$ cat config.mk
export PLATFORM = sky130hd
export DESIGN_NAME = mipd_mul
export DESIGN_NICKNAME = d
export VERILOG_FILES = /design/src/rtl/mipd_pkg.sv /design/src/rtl/mipd_mul.sv
export SDC_FILE = /design/constraint.sdc
export NUM_CORES = 2
export LEC_CHECK = 0
export BUFFER_PORTS_ARGS = -buffer_cell sky130_fd_sc_hd__buf_2
export CORE_ASPECT_RATIO = 1.5
export CORE_MARGIN = 2
export CORE_UTILIZATION = 40
export CTS_BUF_LIST = sky130_fd_sc_hd__clkbuf_4
export DETAILED_ROUTE_END_ITERATION = 10
export SETUP_SLACK_MARGIN = 0.05
export SLEW_MARGIN = 20
export SYNTH_ARGS = -nofsm -noshare
export SYNTH_HDL_FRONTEND = slang
export SYNTH_SLANG_ARGS = --single-unit
$ cat constraint.sdc
create_clock -name i_clk -period 10.1 [get_ports i_clk]
set_clock_uncertainty 0.1 [all_clocks]
set_input_delay 2.02 -clock i_clk [delete_from_list [all_inputs] [get_ports i_clk]]
set_output_delay 2.02 -clock i_clk [all_outputs]
set_load 0.02 [all_outputs]
$ cat src/rtl/mipd_pkg.sv
// Shared widths, codes, a status type and a helper function of the pair distance core.
package mipd_pkg;

    localparam int IDX_W   = 10;
    localparam int FRAC_W  = 24;
    localparam int DIFF_W  = 25;
    localparam int WRAP_W  = 21;
    localparam int COEF_W  = 21;
    localparam int ROW_W   = 63;
    localparam int ENTRY_W = 72;
    localparam int MUL_W   = 29;
    localparam int PROD_W  = 58;
    localparam int ACC_W   = 44;
    localparam int C20_W   = 28;
    localparam int SUM_W   = 58;
    localparam int RAD_W   = 50;
    localparam int ROOT_W  = 25;
    localparam int DIST_W  = 24;
    localparam int DSQ_W   = 30;
    localparam int CFG_IDX_W = 2;

    localparam logic OP_WRITE = 1'b0;
    localparam logic OP_QUERY = 1'b1;

    localparam logic [CFG_IDX_W-1:0] CFG_CELL_ROW_X = 2'd0;
    localparam logic [CFG_IDX_W-1:0] CFG_CELL_ROW_Y = 2'd1;
    localparam logic [CFG_IDX_W-1:0] CFG_CELL_ROW_Z = 2'd2;

    typedef struct packed {
        logic              done;
        logic [ROOT_W-1:0] root;
    } t_sqrt_stat;

    // Wrap a Q.20 difference to the nearest image, ties to the even integer.
    function automatic logic signed [WRAP_W-1:0] wrap_nearest(input logic signed [DIFF_W-1:0] d);
        logic [19:0] frac;
        logic        up;
        begin
            frac = d[19:0];
            up   = (frac > 20'h80000) || ((frac == 20'h80000) && d[20]);
            wrap_nearest = up ? {1'b1, frac} : {1'b0, frac};
        end
    endfunction

endpackage

$ cat src/rtl/mipd_mul.sv
// Shared signed multiplier with a registered product.
module mipd_mul (
    input  logic                               i_clk,
    input  logic                               i_en,
    input  logic signed [mipd_pkg::MUL_W-1:0]  i_a,
    input  logic signed [mipd_pkg::MUL_W-1:0]  i_b,
    output logic signed [mipd_pkg::PROD_W-1:0] o_prod
);
    logic signed [mipd_pkg::PROD_W-1:0] r_prod;

    always_ff @(posedge i_clk) begin
        if (i_en) begin
            r_prod <= i_a * i_b;
        end
    end

    assign o_prod = r_prod;
endmodule

**Word level (Yosys, flattened, before mapping)**

Cells that the tools add are included.

- Flip-flop bits (word level): 58
- Input port bits: 60
- Output and inout port bits: 58
- Logic and storage cells: 2

- $mul: 1

Operator list:

| cell | number |
|---|---|
| multiplier 29 x 29 -> 58 bit | 1 |

**Longest topological paths before layout**

- Depth after elaboration: 1
- Depth in mapped cells: 29
- Mapped depth without buffers: 26

**Worst setup path before layout**

Ideal clock, no wire load.

- Path type: input to register
- Start point: input port i_a[28] (netlist bit)
- End point: register r_prod, in the netlist o_prod[57] (data pin)
- Path slack: 341 ps
- Data required time: 9,741 ps
- Buffers on the path: 3
- Arrival: 9,400 ps
- Stages: 28
- Setup time: 259 ps
- Cell sequence: clkbuf_1 > clkbuf_1 > nand2_1 > inv_1 > fa_1 > inv_1 > fa_1 > inv_1 > fa_1 > fa_1 > inv_1 > fa_1 > inv_1 > fa_1 > inv_1 > fa_1 > fa_1 > inv_1 > ha_1 > clkbuf_1 > nand2_1 > nor3_1 > and2_1 > a221oi_1 > o21a_1 > a211oi_2 > nor2_1 > a211o_1

- Word-level cells in the longest chain between the ends: 1

RTL lines:

| item | RTL line | RTL |
|---|---|---|
| from (decl) | mipd_mul.sv:5 | `input logic signed [mipd_pkg::MUL_W-1:0] i_a,` |
| multiplier 29 x 29 -> 58 bit | mipd_mul.sv:13 | `r_prod <= i_a * i_b;` |
| to (signal assigned) | mipd_mul.sv:13 |  |
| to (decl) | mipd_mul.sv:9 | `logic signed [mipd_pkg::PROD_W-1:0] r_prod;` |

Every way passes these cells.
A chain may end at the register's enable or synchronous reset.

**Final worst setup path**

- Start point: input port i_b[4] (netlist bit)
- End point: register r_prod, in the netlist o_prod[54] (data pin)

- Word-level cells in the longest chain between the ends: 1

RTL lines:

| item | RTL line | RTL |
|---|---|---|
| from (decl) | mipd_mul.sv:6 | `input logic signed [mipd_pkg::MUL_W-1:0] i_b,` |
| multiplier 29 x 29 -> 58 bit | mipd_mul.sv:13 |  |

Every way passes these cells.

==> impl_metrics.yaml <==
status:
  outcome: "completed"
yosys:
  syn-instance-count: 3452
  synth_edf_count: 58
  synthesis.nets: 4583
  synth_area_leaders: "fa_1, inv_1, and2_1, ha_1, edfxtp_1"
  ys_warn_count: 0
  synthDistinctLibCells: 55
  synth_top_area_cell: "fa_1"
  synth_top_cells_by_count: "inv_1, fa_1, and2_1"
  netlist_area_um2: 32800
  synth-async-reset-ratio_pct: 0
  yosysTopAreaCellShare_pct: 54.9
  ys_seq_elements: 58
  postSynthAreaPerCell_um2: 9.51
  ys.flop_type: "edfxtp_1"
  yosysSeqAreaShare_pct: 5.31
  synth.most_common_cell: "inv_1"
place:
  dp_cells: 4547
  place_congestion: 0.907
  io_buffers: 117
  place_hpwl_um: 81400
global_route:
  grt_util_met1_pct: 21.9
  grt_usage_pct: 23.7
  met3_usage_pct: 1.80
  grt_pass1_wl_um: 149000
  grt_max_degree: 59
  antenna_found_initial: 8
  grt-busiest-layer: "met2"
  gr-usage-met2_pct: 46.2
  grt.overflow.total: 0
  grt_pass1_vias: 27100
drt:
  route.vias.total: 23100
  firstDrtPassIters: 5
  routed_wl_um: 93100
  ant_nets: 0
  wl_per_cell_um: 20.4
  drt_iter0_markers: 1067
  drc: 0
  via_per_inst: 5.05
setup_path:
  worstSetupPathType: "primary input to register"
  crit_arrival_ns: 9.49
  startpoint: "i_b[4]"
  cp-endpoint: "o_prod[54]"
  end_kind: "register"
  worst_ep_required_time_ns: 10.18
  startpoint_type: "primary input"
  crit_fanout: 16
timing:
  slew_viol_final: 0
  holdWs_ns: 2.16
  tightest_slew_ns: 0.870
  period_minus_slack_ns: 9.41
  hold_viol: 0
  slew_headroom_pct: 42.0
  rsz0062_at_grt: "no"
  max_freq_mhz: 106
  fin_setup_tns_ns: 0
  final-setup-viol-count: 0
  post-route-period-util_pct: 93.1
clock_tree:
  cts-buffers-inserted: 9
  numClockSinks: 58
  cts_setup_buffers: 0
  cts_tree: "done"
  clkTransAtPathRegs_ns: 0.11
  hold_buffers: 0
  clockBufferDepth: 2
  clockRootBuffer: "clkbuf_4"
  cts_max_level: 3
  cts_resized: 0
finish:
  fin_nets: 4649
  instances_no_fill: 4567
  area_delta_synth_final_pct: 6.99
  fin_util_pct: 43.3
  fill_cells: 8034
  largest_reg_flops: 58
  drive_gt1_share_pct: 7.67
floorplan:
  core_um2: 81200
  die_w_um: 238
  io_pins: 118
  die_area_um2: 84400
  start_util_pct: 40.4
  fp.dieH_um: 355
  fp-row-count: 128
flow_run:
  max-cap-violations: 0
worst_hold_path:
  hp-class: "primary input to register"
## cells in the final DEF (no fill, tap or decap), types with 9 or more instances in the layout
cell type	count
inv_1	904
fa_1	901
and2_1	462
nand2_1	390
ha_1	170
buf_4	129
buf_2	117
edfxtp_1	58
nor2_1	53
a21oi_1	45
xnor2_1	39
a21o_1	29
o21ai_0	26
nand3_1	21
xor2_1	21
nand2b_1	17
nand4_1	14
nor3_1	13
o21bai_1	11
clkbuf_4	9
## final cells by class
cell class                      count  area, um2  area share, %
Antenna cell                        6       15.0         0.0427
Clock buffer                        9       67.6          0.192
Clock inverter                      5       47.5          0.135
Inverter                          904       3390           9.66
Multi-Input combinational cell   2297      27000           76.8
Sequential cell                    58       1740           4.96
Tap cell                         1040       1300           3.70
Timing Repair Buffer              248       1590           4.54
## how the worst min path moves through the flow
| stage | from | end | slack (ns) | cells past startpoint |
|---|---|---|---|---|
| 5_1_grt | i_b[0] | o_prod[0] | 2.12 | 2 |
| 3_3_place_gp | o_prod[3] | o_prod[3] | 2.37 | 1 |
| 4_1_cts | i_b[0] | o_prod[0] | 2.11 | 2 |
| 2_1_floorplan | i_en | o_prod[0] | 2.03 | 0 |
| 6_report | i_b[0] | o_prod[0] | 2.16 | 2 |
| 3_5_place_dp | o_prod[3] | o_prod[3] | 2.36 | 1 |
## metrics by stage
step	cell area [um2]	setup slack (ns)
6_report	35100	0.693
5_1_grt	35100	0.239
4_1_cts	35100	0.740
3_5_place_dp	35000	0.254
3_3_place_gp	35000	0.273
2_1_floorplan	32800	0.341
## cell families (layout without fill, tap and decap cells)
kind of cell	after synthesis	count (layout)	synth area share, %
AO/OA/AOI/OAI	171	171	3.59
XOR/XNOR	60	60	1.60
adder cells (fa/ha/maj)	1071	1071	61.4
buffers and inverters	1097	1166	12.6
flip-flops	58	58	5.31
multiplexers	2	2	0.0610
other	0	6	0
AND/OR/NAND/NOR	993	993	15.5
## routing by layer
layer	share of wire, %	vias to the layer above
met1	30	12200
met3	2.5	322
met2	56	583
met5	0.014	-
li1	-	9978
met4	11	2
## critical path, stage by stage
cell	delay, ns
buf_2	0.29
buf_4	0.29
and2_1	0.17
fa_1	0.42
inv_1	0.24
fa_1	0.47
inv_1	0.22
fa_1	0.48
fa_1	0.56
fa_1	0.45
fa_1	0.51
fa_1	0.50
inv_1	0.05
fa_1	0.50
inv_1	0.04
ha_1	0.30
nand2_1	0.10
nor4_1	0.46
nand4_1	0.28
nor2_1	0.17
nor2_1	0.09
o2111ai_2	0.32
nand3_1	0.15
o31ai_1	0.27
xor2_1	0.10
Power is left out: the tool's default activity adds up to more than one toggle a clock period on the data nets, which glitch-free logic cannot reach.
