**src/rtl/mipd_pkg.sv**
```systemverilog
// Shared widths, codes, a status type and a helper function of the pair distance core.
package mipd_pkg;

    localparam int IDX_W   = 10;
    localparam int FRAC_W  = 24;
    localparam int DIFF_W  = 25;
    localparam int WRAP_W  = 21;
    localparam int COEF_W  = 21;
    localparam int ROW_W   = 63;
    localparam int ENTRY_W = 72;
    localparam int MUL_W   = 29;
    localparam int PROD_W  = 58;
    localparam int ACC_W   = 44;
    localparam int C20_W   = 28;
    localparam int SUM_W   = 58;
    localparam int RAD_W   = 50;
    localparam int ROOT_W  = 25;
    localparam int DIST_W  = 24;
    localparam int DSQ_W   = 30;
    localparam int CFG_IDX_W = 2;

    localparam logic OP_WRITE = 1'b0;
    localparam logic OP_QUERY = 1'b1;

    localparam logic [CFG_IDX_W-1:0] CFG_CELL_ROW_X = 2'd0;
    localparam logic [CFG_IDX_W-1:0] CFG_CELL_ROW_Y = 2'd1;
    localparam logic [CFG_IDX_W-1:0] CFG_CELL_ROW_Z = 2'd2;

    typedef struct packed {
        logic              done;
        logic [ROOT_W-1:0] root;
    } t_sqrt_stat;

    // Wrap a Q.20 difference to the nearest image, ties to the even integer.
    function automatic logic signed [WRAP_W-1:0] wrap_nearest(input logic signed [DIFF_W-1:0] d);
        logic [19:0] frac;
        logic        up;
        begin
            frac = d[19:0];
            up   = (frac > 20'h80000) || ((frac == 20'h80000) && d[20]);
            wrap_nearest = up ? {1'b1, frac} : {1'b0, frac};
        end
    endfunction

endpackage

```
**src/rtl/mipd_sqrt.sv**
```systemverilog
// Bit-serial integer square root, one result bit per cycle.
module mipd_sqrt (
    input  logic                            i_clk,
    input  logic                            i_rst_n,
    input  logic                            i_start,
    input  logic [mipd_pkg::RAD_W-1:0]      i_radicand,
    output mipd_pkg::t_sqrt_stat            o_stat
);
    localparam int REM_W = mipd_pkg::ROOT_W + 3;
    localparam int CNT_W = $clog2(mipd_pkg::ROOT_W);

    logic [mipd_pkg::RAD_W-1:0]  r_rad;
    logic [REM_W-1:0]            r_rem;
    logic [mipd_pkg::ROOT_W-1:0] r_root;
    logic [CNT_W-1:0]            r_cnt;
    logic                        r_busy;
    logic                        r_done;

    logic [REM_W-1:0] rem_sh;
    logic [REM_W-1:0] trial;
    logic             fits;

    assign rem_sh = {r_rem[REM_W-3:0], r_rad[mipd_pkg::RAD_W-1 -: 2]};
    assign trial  = {1'b0, r_root, 2'b01};
    assign fits   = rem_sh >= trial;

    always_ff @(posedge i_clk) begin
        if (!i_rst_n) begin
            r_busy <= 1'b0;
            r_done <= 1'b0;
            r_cnt  <= '0;
        end else begin
            r_done <= 1'b0;
            if (i_start) begin
                r_busy <= 1'b1;
                r_cnt  <= '0;
            end else if (r_busy) begin
                r_cnt <= r_cnt + 1'b1;
                if (r_cnt == CNT_W'(mipd_pkg::ROOT_W - 1)) begin
                    r_busy <= 1'b0;
                    r_done <= 1'b1;
                end
            end
        end
    end

    always_ff @(posedge i_clk) begin
        if (i_start) begin
            r_rad  <= i_radicand;
            r_rem  <= '0;
            r_root <= '0;
        end else if (r_busy) begin
            r_rad  <= {r_rad[mipd_pkg::RAD_W-3:0], 2'b00};
            r_rem  <= fits ? rem_sh - trial : rem_sh;
            r_root <= {r_root[mipd_pkg::ROOT_W-2:0], fits};
        end
    end

    assign o_stat.done = r_done;
    assign o_stat.root = r_root;
endmodule

```
**config.mk**
```make
export PLATFORM = sky130hd
export DESIGN_NAME = mipd_sqrt
export DESIGN_NICKNAME = d
export VERILOG_FILES = /design/src/rtl/mipd_pkg.sv /design/src/rtl/mipd_sqrt.sv
export SDC_FILE = /design/constraint.sdc
export NUM_CORES = 1
export LEC_CHECK = 0
export BUFFER_PORTS_ARGS = -buffer_cell sky130_fd_sc_hd__buf_4
export CORE_UTILIZATION = 58
export CTS_BUF_LIST = sky130_fd_sc_hd__clkbuf_16
export DETAILED_ROUTE_END_ITERATION = 10
export PLACE_DENSITY = 0.8
export SETUP_SLACK_MARGIN = 0.02
export SYNTH_ARGS = -nofsm -noshare
export SYNTH_HDL_FRONTEND = slang
export SYNTH_SLANG_ARGS = --single-unit
```
**constraint.sdc**
```tcl
create_clock -name i_clk -period 3.55 [get_ports i_clk]
set_clock_uncertainty 0.15 [all_clocks]
set_input_delay 0.8875 -clock i_clk [delete_from_list [all_inputs] [get_ports i_clk]]
set_output_delay 0.8875 -clock i_clk [all_outputs]
set_load 0.005 [all_outputs]
```
---- Word level (Yosys, flattened, before mapping) ----
Cells that the tools add are included.
word-level totals
  input bits .............................. 53
  ROM bits ................................ 0
  latch bits .............................. 0
  register bits ........................... 108
  memories ................................ 0
  output and inout port bits .............. 26
  memory bits (writable) .................. 0
cells by class
  equality and inequality tests ........... 1
  $lt $le $gt $ge ......................... 1
  multiplexer cells ....................... 7
  add/sub/neg operators ................... 2
  bitwise operators ....................... 2
  shifts and indexed selects .............. 0
  multiply operators ...................... 0
  reduce and logical (&&, ||, !) cells .... 3
  div/mod/pow operators ................... 0
operator list
  cell                   count
  $mux W50               2
  $ge A28 B27 Y1         1
  $mux W26               1
  $sub A26 B26 Y26       1
  $add A5 B1 Y5 const B  1
  $eq A5 B5 Y1 const B   1
  $mux W1                4
  $reduce_or A3 Y1       1
  $not A1 Y1             2
  $reduce_bool A2 Y1     1
  $reduce_or A2 Y1       1

---- Logic depth before layout (Yosys ltp) ----
  word-level depth ........................ 4
  mapped depth ............................ 13

---- Least setup slack after synthesis ----
No wires, ideal clock.
  path type ............................... input to register
  start ................................... input port i_start
  end ..................................... register r_rad[0] (netlist bit), enable pin
  arrival ................................. 2.332 ns
  buffers on the path ..................... 2
  cell stages on the path ................. 4
  slack ................................... 0.663 ns
  cell sequence ........................... clkbuf_1 > nor2_1 > clkbuf_1 > inv_1
between the ends
  cells in the longest elaborated chain, start to end .. 1
ends and longest elaborated chain
  what                          line             source
  from (decl)                   mipd_sqrt.sv:5   input logic i_start,
  $reduce_bool A2 Y1 (no line)  n/a
  to (signal assigned)          mipd_sqrt.sv:49  r_rad <= i_radicand;
  to (signal assigned)          mipd_sqrt.sv:53  r_rad <= {r_rad[mipd_pkg::RAD_W-3:0], 2'b00};
  to (decl)                     mipd_sqrt.sv:12  logic [mipd_pkg::RAD_W-1:0] r_rad;
No other way between the ends.
A chain may end at the register's enable or synchronous reset.

---- Final worst setup path ----
  start ................................... register r_root[19] (netlist bit)
  end ..................................... register r_rem[3]
between the ends
  cells in the longest elaborated chain, start to end .. 2
ends and longest elaborated chain
  what                    line             source
  from (decl)             mipd_sqrt.sv:14  logic [mipd_pkg::ROOT_W-1:0] r_root;
  from (signal assigned)  mipd_sqrt.sv:55  r_root <= {r_root[mipd_pkg::ROOT_W-2:0], fits};
  $ge A28 B27 Y1          mipd_sqrt.sv:25  assign fits = rem_sh >= trial;
  $mux W26                mipd_sqrt.sv:54  r_rem <= fits ? rem_sh - trial : rem_sh;
  to (signal assigned)    mipd_sqrt.sv:54
  to (decl)               mipd_sqrt.sv:13  logic [REM_W-1:0] r_rem;
No other way between the ends.

==> reports/qor.yml <==
final_layout:
  layout_commonest_cell: "buf_4"
  layout_common_cells: "buf_4 (86), nor2_1 (62), dfxtp_1 (57), edfxtp_1 (50), mux2_2 (48)"
  finalNetCount: 724
  nFillCells: 740
  final_area_mm2: 0.006885
  layout-drive-gt1-share_pct: 25.50
  area_growth_pct: 16.27
  diodes: 0
sta:
  fmax_mhz: 318.1
  period_minus_slack_ns: 3.143
  final-hold-violation-count: 0
  fin_hold_ws_ns: 0.3258
  finalCritPeriodShare_pct: 88.55
  layout_setup_ws_ns: 0.4065
  slew_headroom_pct: 33.61
  maxSlewViolCount: 0
  worstMarginPinSlew_ns: 0.9921
  rsz0062_at_grt: "no"
  setup_viol: 0
  setup_tns_ns: 0
detailed_routing:
  num_vias: 4455
  first_pass_iters: 4
  route.detailed.drc: 0
  via_per_inst: 5.712
  wl_met1_mm: 5.716
  wirelength_mm: 12.66
  routedWlPerCell_um: 16.23
  drtAntennaViolNets: 0
  wl_met2_mm: 6.142
  top_layer: "met4"
  met3WireLength_um: 587
  initialDrtViolationCount: 236
clock_network:
  tritoncts: "yes"
  clk_pin_slew_worst_paths_ns: 0.08
  cts_root_buf: "clkbuf_16"
  hold_buffers: 0
  cts_resized: 0
  cts.sinks: 108
  clockBufferDepth: 2
  cts.htree.levels: 3
  insertion_delay_ns: 0.36
  cts_buffers: 9
  cts_setup_buffers: 0
synthesis:
  synthArstFlopShare_pct: 0
  syn_inst: 575
  synth_seq_cells: 108
  synth-compound-area-share_pct: 14.87
  muxShareOfSynthArea_pct: 13.69
  synthAdderAreaFrac_pct: 6.127
  synth_top_family_by_area: "compound AO/OA/AOI/OAI gates"
  synth-simple-area-share_pct: 11.73
  syn_nets: 657
  yosys_warnings: 0
  synth_edf_count: 50
  synth_xor_xnor_area_share_pct: 3.845
  postSynthAreaPerCell_um2: 10.30
  ys_seq_area_share_pct: 44.96
  synth_ff_type: "dfxtp_1"
  syn_area_mm2: 0.005922
  ys_types: 54
critical_path:
  crit_type: "reg2reg"
  worst_setup_path_end_kind: "flop"
  slowest_stage: "or4_1"
  critical_path.max_stage_delay_ns: 0.53
  critPathMostFrequentCell: "a21o_1"
  required_ns: 3.66
  startpoint_type: "flop"
  arrival_ns: 3.25
  crit_fanout: 29
  crit_path_cell_trace: "inv_1 > ha_1 > a21o_1 > a21o_1 > a21o_1 > or4_1 > nor3_2 > o21a_1 > buf_4 > nand2_1 > a311oi_2"
place:
  place_ws_ns: 0.4406
  globalplace.congestion: 0.8939
  hpwlAfterDp_mm: 8.732
  io_buffers: 78
  place_area_mm2: 0.006588
global_route:
  grt_usage_pct: 24.76
  grt_pass1_wl_mm: 20.04
  overflow: 0
  antenna_found_initial: 0
  grt_pass1_vias: 4101
  grt_max_degree: 68
outcome:
  outcome: "complete, no violations"
floorplan:
  core_area_mm2: 0.009819
  die_area_mm2: 0.01062
  die_w_um: 103.0
  die_h_um: 103.0
  fp-row-count: 36
  start_util_pct: 60.31
  ioPinCount: 79
run:
  maxCapViolations: 0
power_and_ir_drop:
  power_leakage_nw: 2.796
  power.density_mw_per_mm2: 792.3
  irDropWorstVdd_mv: 0.5255
  p_total_w: 0.005455
worst_hold_path:
  hp-class: "reg2reg"
## Yosys cell counts (all sizes together) (4+ instances only)
library cell | n | area (µm²)
a211oi | 9 | 77.57
a21o | 14 | 105.1
a21oi | 26 | 130.1
a311oi | 11 | 158.9
a32oi | 5 | 43.79
and2 | 4 | 25.02
buf | 12 | 80.07
clkbuf | 18 | 67.56
dfxtp | 58 | 1161
edfxtp | 50 | 1501
ha | 29 | 362.9
inv | 36 | 135.1
mux2 | 48 | 540.5
mux2i | 27 | 270.3
nand2 | 45 | 168.9
nand3 | 11 | 55.05
nand4 | 5 | 31.28
nor2 | 62 | 232.7
nor2b | 4 | 25.02
nor3 | 7 | 40.04
o211ai | 5 | 37.54
o21a | 5 | 37.54
o21ai | 18 | 90.08
o31ai | 4 | 30.03
xnor2 | 12 | 105.1
xor2 | 14 | 122.6
## sequential cells by signal, summed over array words and instances, names as in the netlist
register / flops
r_rad: 50
r_rem: 26
r_root: 25
r_cnt: 5
r_busy: 1
r_done: 1
## worst max-delay path, delay by kind of cell (launching register included)
family / cells / cell delay [ns]
AO/OA/AOI/OAI: 5 / 0.99
adder cells (fa/ha/maj): 1 / 0.35
buffers and inverters: 2 / 0.38
flip-flops: 1 / 0.38
AND/OR/NAND/NOR: 3 / 0.81
## layer usage
metal / vias to the layer above / global-route usage, %
met5: - / 0
met4: 0 / 9.967
met3: 16 / 3.864
met2: 118 / 39.85
met1: 2107 / 33.46
li1: 2214 / -
## kinds of logic after synthesis
kind of cell,count (synthesis)
mux,75
buf+inv,66
compound gates,117
xor+xnor,26
simple gates,154
flops,108
fa+ha+maj,29
## final cells by class
cell class | instances | area, µm² | area share [%]
Sequential cell | 108 | 2664 | 38.69
Multi-Input combinational cell | 401 | 2977 | 43.23
Clock buffer | 9 | 225.2 | 3.271
Inverter | 36 | 135.1 | 1.963
Timing Repair Buffer | 86 | 645.6 | 9.377
Clock inverter | 7 | 72.57 | 1.054
Tap cell | 133 | 166.4 | 2.417
## per-stage QoR
stage / util [%] / std cells
after floorplan: - / 575
after global placement: 67.09 / 764
after detailed placement: 67.09 / 764
after CTS: 70.12 / 780
after global routing: 70.12 / 780
final: 70.12 / 780
## power breakdown
| part | internal (W) | switching, W | total [W] |
|---|---|---|---|
| sequential | 0.00148 | 0.000120 | 0.00160 |
| combinational | 0.00113 | 0.00169 | 0.00282 |
| clock | 0.000552 | 0.000477 | 0.00103 |
| total | 0.00317 | 0.00229 | 0.00545 |
## final timing paths
path	from	slack [ns]	cells after the start	endpoint
worst max-delay path	r_root[19]$_SDFFE_PP0P_	0.41	11	r_rem[3]$_SDFFE_PP0P_
worst min-delay path	r_rem[24]$_SDFFE_PP0P_	0.33	2	r_rem[24]$_SDFFE_PP0P_
worst max register to register	r_root[19]$_SDFFE_PP0P_	0.41	11	r_rem[3]$_SDFFE_PP0P_
worst min register to register	r_rem[24]$_SDFFE_PP0P_	0.33	2	r_rem[24]$_SDFFE_PP0P_
Power figures use the tool's default switching activity.
